<file path="src/rtl/odo_pkg.sv">
// shared types, constants and the arctangent table for the odometry block
package odo_pkg;

    localparam int CFG_W    = 24;
    localparam int IDX_W    = 5;
    localparam int MAX_STEP = 32;
    localparam int DIV_W    = 58;

    localparam logic signed [34:0] PI_Q30      = 35'sd3373259426;
    localparam logic signed [34:0] TWO_PI_Q30  = 35'sd6746518852;
    localparam logic signed [34:0] HALF_PI_Q30 = 35'sd1686629713;
    localparam logic signed [34:0] TWO_PI_Q28  = 35'sd1686629713;
    localparam logic signed [57:0] GAIN_Q30    = 58'sd652032874;

    // register map, indexed by paddr[2]
    typedef enum logic {
        REG_DPT = 1'b0,
        REG_WB  = 1'b1
    } reg_idx_t;

    typedef enum logic [4:0] {
        S_IDLE,
        S_MUL_L,
        S_MUL_R,
        S_MUL_WB,
        S_SETUP,
        S_NORM,
        S_VEC,
        S_HEAD,
        S_ROT_SET,
        S_ROT,
        S_MXH,
        S_MXL,
        S_MYH,
        S_MYL,
        S_MYF,
        S_MYA,
        S_WAIT_DIV,
        S_OUT
    } state_t;

    typedef enum logic [2:0] {
        MUL_LEFT,
        MUL_RIGHT,
        MUL_XHI,
        MUL_XLO,
        MUL_YHI,
        MUL_YLO
    } mul_sel_t;

    typedef struct packed {
        logic             load_in;
        logic             dl_load;
        logic             dr_load;
        logic             setup;
        logic             norm_shr;
        logic             norm_shl;
        logic             vec_step;
        logic             head_update;
        logic             rot_init;
        logic             rot_step;
        mul_sel_t         mul_sel;
        logic             part_load;
        logic             part_add;
        logic             acc_x;
        logic             acc_y;
        logic             out_load;
        logic [IDX_W-1:0] step_idx;
    } cmd_t;

    typedef struct packed {
        logic y_zero;
        logic norm_big;
        logic norm_small;
        logic div_done;
        logic out_free;
    } status_t;

    typedef struct packed {
        logic signed [31:0] left_speed;
        logic signed [31:0] right_speed;
        logic signed [47:0] pos_x;
        logic signed [47:0] pos_y;
        logic signed [31:0] heading;
        logic               zero_interval;
    } res_t;

    // atan(2^-i) in 2^-30 rad, truncated up to i = 26 and rounded above it
    function automatic logic [29:0] atan_q30(input logic [IDX_W-1:0] i);
        logic [29:0] v;
        case (i)
            5'd0:  v = 30'd843314856;
            5'd1:  v = 30'd497837829;
            5'd2:  v = 30'd263043836;
            5'd3:  v = 30'd133525158;
            5'd4:  v = 30'd67021686;
            5'd5:  v = 30'd33543515;
            5'd6:  v = 30'd16775850;
            5'd7:  v = 30'd8388437;
            5'd8:  v = 30'd4194282;
            5'd9:  v = 30'd2097149;
            5'd10: v = 30'd1048575;
            5'd11: v = 30'd524287;
            5'd12: v = 30'd262143;
            5'd13: v = 30'd131071;
            5'd14: v = 30'd65535;
            5'd15: v = 30'd32767;
            5'd16: v = 30'd16383;
            5'd17: v = 30'd8191;
            5'd18: v = 30'd4095;
            5'd19: v = 30'd2047;
            5'd20: v = 30'd1023;
            5'd21: v = 30'd511;
            5'd22: v = 30'd255;
            5'd23: v = 30'd127;
            5'd24: v = 30'd63;
            5'd25: v = 30'd31;
            5'd26: v = 30'd15;
            5'd27: v = 30'd8;
            5'd28: v = 30'd4;
            5'd29: v = 30'd2;
            5'd30: v = 30'd1;
            default: v = 30'd0;
        endcase
        return v;
    endfunction

endpackage

</file>
<file path="src/rtl/odo_ctrl.sv">
// sequencer for the odometry datapath
module odo_ctrl #(
    parameter int CORDIC_STEPS = 24
) (
    input  logic              clk,
    input  logic              rst_n,
    input  logic              in_valid,
    output logic              in_ready,
    input  odo_pkg::status_t  status,
    output odo_pkg::cmd_t     cmd
);
    localparam int STEPS = (CORDIC_STEPS > odo_pkg::MAX_STEP) ? odo_pkg::MAX_STEP
                                                              : CORDIC_STEPS;

    odo_pkg::state_t               state_reg, state_next;
    logic [odo_pkg::IDX_W-1:0]     idx_reg, idx_next;
    logic                          last;

    assign last = (idx_reg == odo_pkg::IDX_W'(STEPS - 1));

    // state register
    always_ff @(posedge clk or negedge rst_n)
    begin
        if (!rst_n)
        begin
            state_reg <= odo_pkg::S_IDLE;
            idx_reg   <= '0;
        end
        else
        begin
            state_reg <= state_next;
            idx_reg   <= idx_next;
        end
    end

    // next state and commands
    always_comb
    begin
        state_next   = state_reg;
        idx_next     = idx_reg;
        cmd          = '0;
        cmd.mul_sel  = odo_pkg::MUL_LEFT;
        cmd.step_idx = idx_reg;
        in_ready     = 1'b0;
        case (state_reg)
            odo_pkg::S_IDLE:
            begin
                in_ready = 1'b1;
                if (in_valid)
                begin
                    cmd.load_in = 1'b1;
                    state_next  = odo_pkg::S_MUL_L;
                end
            end
            odo_pkg::S_MUL_L:
            begin
                cmd.mul_sel = odo_pkg::MUL_LEFT;
                state_next  = odo_pkg::S_MUL_R;
            end
            odo_pkg::S_MUL_R:
            begin
                cmd.mul_sel = odo_pkg::MUL_RIGHT;
                cmd.dl_load = 1'b1;
                state_next  = odo_pkg::S_MUL_WB;
            end
            odo_pkg::S_MUL_WB:
            begin
                cmd.dr_load = 1'b1;
                state_next  = odo_pkg::S_SETUP;
            end
            odo_pkg::S_SETUP:
            begin
                cmd.setup  = 1'b1;
                state_next = odo_pkg::S_NORM;
            end
            odo_pkg::S_NORM:
            begin
                idx_next = '0;
                if (status.y_zero)
                begin
                    state_next = odo_pkg::S_HEAD;
                end
                else if (status.norm_big)
                begin
                    cmd.norm_shr = 1'b1;
                end
                else if (status.norm_small)
                begin
                    cmd.norm_shl = 1'b1;
                end
                else
                begin
                    state_next = odo_pkg::S_VEC;
                end
            end
            odo_pkg::S_VEC:
            begin
                cmd.vec_step = 1'b1;
                idx_next     = idx_reg + 1'b1;
                if (last)
                begin
                    state_next = odo_pkg::S_HEAD;
                end
            end
            odo_pkg::S_HEAD:
            begin
                cmd.head_update = 1'b1;
                state_next      = odo_pkg::S_ROT_SET;
            end
            odo_pkg::S_ROT_SET:
            begin
                cmd.rot_init = 1'b1;
                idx_next     = '0;
                state_next   = odo_pkg::S_ROT;
            end
            odo_pkg::S_ROT:
            begin
                cmd.rot_step = 1'b1;
                idx_next     = idx_reg + 1'b1;
                if (last)
                begin
                    state_next = odo_pkg::S_MXH;
                end
            end
            odo_pkg::S_MXH:
            begin
                cmd.mul_sel = odo_pkg::MUL_XHI;
                state_next  = odo_pkg::S_MXL;
            end
            odo_pkg::S_MXL:
            begin
                cmd.mul_sel   = odo_pkg::MUL_XLO;
                cmd.part_load = 1'b1;
                state_next    = odo_pkg::S_MYH;
            end
            odo_pkg::S_MYH:
            begin
                cmd.mul_sel  = odo_pkg::MUL_YHI;
                cmd.part_add = 1'b1;
                state_next   = odo_pkg::S_MYL;
            end
            odo_pkg::S_MYL:
            begin
                cmd.mul_sel   = odo_pkg::MUL_YLO;
                cmd.acc_x     = 1'b1;
                cmd.part_load = 1'b1;
                state_next    = odo_pkg::S_MYF;
            end
            odo_pkg::S_MYF:
            begin
                cmd.part_add = 1'b1;
                state_next   = odo_pkg::S_MYA;
            end
            odo_pkg::S_MYA:
            begin
                cmd.acc_y  = 1'b1;
                state_next = odo_pkg::S_WAIT_DIV;
            end
            odo_pkg::S_WAIT_DIV:
            begin
                if (status.div_done)
                begin
                    state_next = odo_pkg::S_OUT;
                end
            end
            odo_pkg::S_OUT:
            begin
                if (status.out_free)
                begin
                    cmd.out_load = 1'b1;
                    state_next   = odo_pkg::S_IDLE;
                end
            end
            default:
            begin
                state_next = odo_pkg::S_IDLE;
            end
        endcase
    end
endmodule

</file>
<file path="config.mk">
export PLATFORM = sky130hd
export DESIGN_NAME = odo_ctrl
export DESIGN_NICKNAME = d
export VERILOG_FILES = /design/src/rtl/odo_pkg.sv /design/src/rtl/odo_ctrl.sv
export SDC_FILE = /design/constraint.sdc
export NUM_CORES = 1
export LEC_CHECK = 0
export ABC_CLOCK_PERIOD_IN_PS = 2300
export BUFFER_PORTS_ARGS = -buffer_cell sky130_fd_sc_hd__buf_2
export CELL_PAD_IN_SITES_DETAIL_PLACEMENT = 1
export CELL_PAD_IN_SITES_GLOBAL_PLACEMENT = 2
export CORE_UTILIZATION = 28
export CTS_BUF_LIST = sky130_fd_sc_hd__clkbuf_4 sky130_fd_sc_hd__clkbuf_8
export CTS_CLUSTER_DIAMETER = 80
export DETAILED_ROUTE_END_ITERATION = 10
export PLACE_DENSITY_LB_ADDON = 0.1
export SYNTH_ARGS = -nofsm -noshare
export SYNTH_HDL_FRONTEND = slang
export SYNTH_SLANG_ARGS = --single-unit
export TNS_END_PERCENT = 1
</file>
<file path="constraint.sdc">
create_clock -name clk -period 2.3 [get_ports clk]
set_input_delay 0 -clock clk [delete_from_list [all_inputs] [get_ports clk]]
set_output_delay 0 -clock clk [all_outputs]
set_load 0.005 [all_outputs]
</file>
# Word-level counts from Yosys, hierarchy flattened
# Cells that the tools add are included.
# word_totals
reg_bits	10
latchBits	0
ram_bits	0
mem_bits_ro	0
inputBits	8
elab_cells	67
n_memories	0
# classes
n_addsub	1
mul	0
n_div	0
n_lt_le_gt_ge	0
eq_ne	25
shifts	0
mux	32
n_bitwise	0
n_reduce_logical	7
# ops
cell	count
$pmux 5 s18	1
$eq 5x4->1 const B	8
$mux 5	8
$eq 5x3->1 const B	4
$mux 1	19
$eq 5x5->1 const B	3
$pmux 3 s5	1
$eq 5x2->1 const B	2
$ne 2x2->1 const B	5
$pmux 5 s2	1
$reduce_or 2->1	4
$reduce_and 7->1	1
$ne 3x3->1 const B	2
$add 5x1->5 const B	1
$eq 5x1->1 const B	1
$logic_not 5->1	1
$mux 2	2
$reduce_bool 2->1	1

# Logic depth before layout (Yosys ltp)
# logic_depth
ltp_word	4
mapped_depth	5
mapped_depth_nobuf	4

# Least setup slack after synthesis
# OpenSTA, ideal clock, no wires.
# synth_timing
kind	register to register
startpoint	reg state_reg[2]
endpoint	reg state_reg[0]
t_arrival_ps	1570
setup_slack_ps	603
stages_incl_launch_ff	5
path_buffers	0
cell_sequence	dfrtp_1 -> nor4b_1 -> o2bb2a_2 -> o221ai_4 -> mux2_1
# synth_via
elab_chain_len	3
elab_cells_between_ends	27
classes_between	eq/ne (24); mux (1); reduce/logical (2)
# synth_lines
item	line_no	text
from (decl)	odo_ctrl.sv:15	odo_pkg::state_t state_reg, state_next;
from (signal assigned)	odo_ctrl.sv:26	state_reg <= odo_pkg::S_IDLE;
from (signal assigned)	odo_ctrl.sv:31	state_reg <= state_next;
$eq 5x3->1 (tied with other cells)	odo_ctrl.sv:45	case (state_reg)
$ne 3x3->1 (no source line) or $ne 2x2->1 (tied branches)	-	
$reduce_and 7->1 (no source line)	-	
# Several ways; a longest one is shown, not always the timed one.
# A chain may end at the register's enable or synchronous reset.

# Worst setup path after layout
# Ends and elaborated chain as after synthesis.

==> impl_metrics.env <==
export IMPL_cts_buffer_depth=2
export IMPL_cts_buffers=3
export IMPL_avgRoutedWirePerCell_microns=13.6
export IMPL_yosys_top_cells_area="dfrtp_1 (31%), nor2_1 (8.9%), nand2b_1 (4.7%)"
export IMPL_finalWorstSetupSlack_ns=0.303
export IMPL_firstDrtPassIters=4
export IMPL_place_port_buffers=31
export IMPL_drc=0
export IMPL_cts_sinks=10
export IMPL_finalCritPeriodShare=0.868
export IMPL_setup_viol=0
export IMPL_antenna_cells=0
export IMPL_slew_headroom=0.643
export IMPL_p_clk_frac=0.093
export IMPL_skew_ns=0.00462
export IMPL_areaGrowthSynthToFinish_pct=28.3
export IMPL_syn_avg_cell_area_sq_um=8.66
export IMPL_synth_seq_area_share=0.311
export IMPL_coreArea_sq_mm=0.00273
export IMPL_outcome="completed"
export IMPL_pin_count=32
export IMPL_placed_area_sq_mm=0.00100
export IMPL_rr_startpoint="state_reg[2]"
export IMPL_cts_htree_levels=1
export IMPL_cp_end_kind="flop"
export IMPL_swShare=0.467
export IMPL_synth_top_area_cell="dfrtp_1"
export IMPL_dieArea_sq_mm=0.00310
export IMPL_startpoint="state_reg[2]"
export IMPL_stdcell_count=157
export IMPL_p_total_mw=1.25
export IMPL_dp_cells=153
export IMPL_grt_pass1_wl_microns=3610
export IMPL_drt_initial_drc_count=22
export IMPL_synth_seq_cells=10
export IMPL_tns_ns=0
export IMPL_die_y_microns=55.6
export IMPL_cp_arrival_ns=2.14
export IMPL_final_util=0.378
export IMPL_grt_usage=0.147
export IMPL_grt_overflow=0
export IMPL_clk_pin_slew_ns=0.06
export IMPL_p_per_area_mw_per_mm2=1210
export IMPL_path_class="flop to flop"
export IMPL_start_util=0.295
export IMPL_antenna_found_initial=0
export IMPL_fin_area_sq_mm=0.00103
export IMPL_layout_common_cells="buf_2 (31), nor2_1 (19), dfrtp_1 (10)"
export IMPL_gp_congestion=0.700
export IMPL_totalWireLength_microns=2130
export IMPL_fmax_mhz=501
export IMPL_max_cap_violations=0
export IMPL_hold_viol_final=0
export IMPL_crit_fanout=16
export IMPL_hpwl_microns=1620
export IMPL_cts_setup_buffers=0
export IMPL_whs_ns=0.129
export IMPL_cts_resized=0
export IMPL_leakage_nw=0.531
export IMPL_grt_pass1_vias=753
export IMPL_syn_nets=102
export IMPL_rows=19
export IMPL_layout_commonest_cell="buf_2"
export IMPL_viasPerCell=5.16
export IMPL_yosysTopAreaCellShare=0.311
export IMPL_maxSlewViolCount=0
export IMPL_p_seq_frac=0.333
export IMPL_fin_nets=137
export IMPL_vias=810
export IMPL_ir_drop_uv=616
export IMPL_grt_max_degree=17
export IMPL_p_comb_frac=0.574
export IMPL_synthDistinctLibCells=37
export IMPL_die_x_microns=55.6
export IMPL_antenna_left=0
export IMPL_synth_warnings=0
export IMPL_cp_start_kind="flop"
export IMPL_layout_drive_gt1_share=0.349
export IMPL_p_sw_uw=583
export IMPL_tightest_slew_ns=0.535
export IMPL_synthCells=93
export IMPL_required_ns=2.44
export IMPL_rsz0062_at_grt="no"
export IMPL_finalCriticalPeriod_ns=2.00
export IMPL_pre_cts_ws_ns=0.316
export IMPL_root_buffer="clkbuf_4"
export IMPL_cts_tree="done"
export IMPL_internal_power_uw=664
export IMPL_hp_class="primary input to asynchronous set/reset pin"
export IMPL_clk_latency_ns=0.26
export IMPL_netlist_area_sq_um=806
==> metal layers <==
| layer | vias up | global-route usage | wire length, microns |
|---|---|---|---|
| li1 | 398 | - | - |
| met1 | 386 | 0.215 | 1040 |
| met2 | 24 | 0.213 | 965 |
| met3 | 2 | 0.0442 | 108 |
| met4 | 0 | 0.0321 | 11 |
| met5 | - | 0 | 0 |
==> kinds of logic (layout without fill, tap and decap cells) <==
| logic type | Yosys count | in the layout | share of synthesized area |
|---|---|---|---|
| mux | 3 | 3 | 0.0404 |
| simple gates | 51 | 51 | 0.365 |
| fa+ha+maj | 1 | 1 | 0.0155 |
| buf+inv | 7 | 40 | 0.0404 |
| xor+xnor | 6 | 6 | 0.0652 |
| flops | 10 | 10 | 0.311 |
| compound gates | 15 | 15 | 0.163 |
==> worst max-delay path, stage by stage, from the launching register on <==
cell and delay (ns):
dfrtp_1 0.68, nand3b_4 0.15, or4_4 0.48, o221ai_4 0.24, mux2_1 0.34
==> layout make-up <==
type | instances | area (sq um)
clock buffer | 3 | 22.5
fill | 343 | 1700
inverter | 1 | 3.75
multi-input combinational | 76 | 523
sequential | 10 | 250
tap | 31 | 38.8
timing repair buffer | 36 | 195
==> timing repair <==
item | 4_1_cts | 5_1_grt
setup endpoints to repair | 0 | 0
hold buffers | 1 | 0
endpoints found under the hold margin | 10 | 0
==> cell usage after synthesis (all sizes together) <==
cell type,count
nand3,4
nand3b,1
a21o,1
mux2i,1
inv,1
o2bb2ai,1
o21ai,1
nand2b,6
o31a,1
nor4b,1
o2bb2a,1
buf,3
nand2,4
ha,1
o22ai,2
dfrtp,10
or3,3
nor4bb,1
o221ai,1
or3b,1
and2,1
xor2,3
xnor2,3
nor3b,3
a22o,3
nor2,19
and3,1
mux2,2
or4,1
o21bai,2
a21oi,2
clkbuf,3
and4bb,1
nor3,3
and4b,1
==> power by group through the flow <==
stage	registers, mW	clock network (mW)	logic [mW]
global placement	0.412	0	0.728
global route	0.441	0.133	0.811
finish	0.415	0.116	0.716
floorplan	0.306	0	0.589
CTS	0.416	0.126	0.731
detailed placement	0.418	0	0.724
==> worst paths after layout <==
check,endpoint,slack [ns],cells past startpoint
max,state_reg[0],0.30,4
min,idx_reg[4],0.13,2
max reg2reg,state_reg[0],0.30,4
min reg2reg,idx_reg[1],0.57,1
max in group asynchronous,state_reg[1],1.97,2
min in group clk,state_reg[4],0.16,4
No activity file was read; power rests on OpenSTA's default activity.
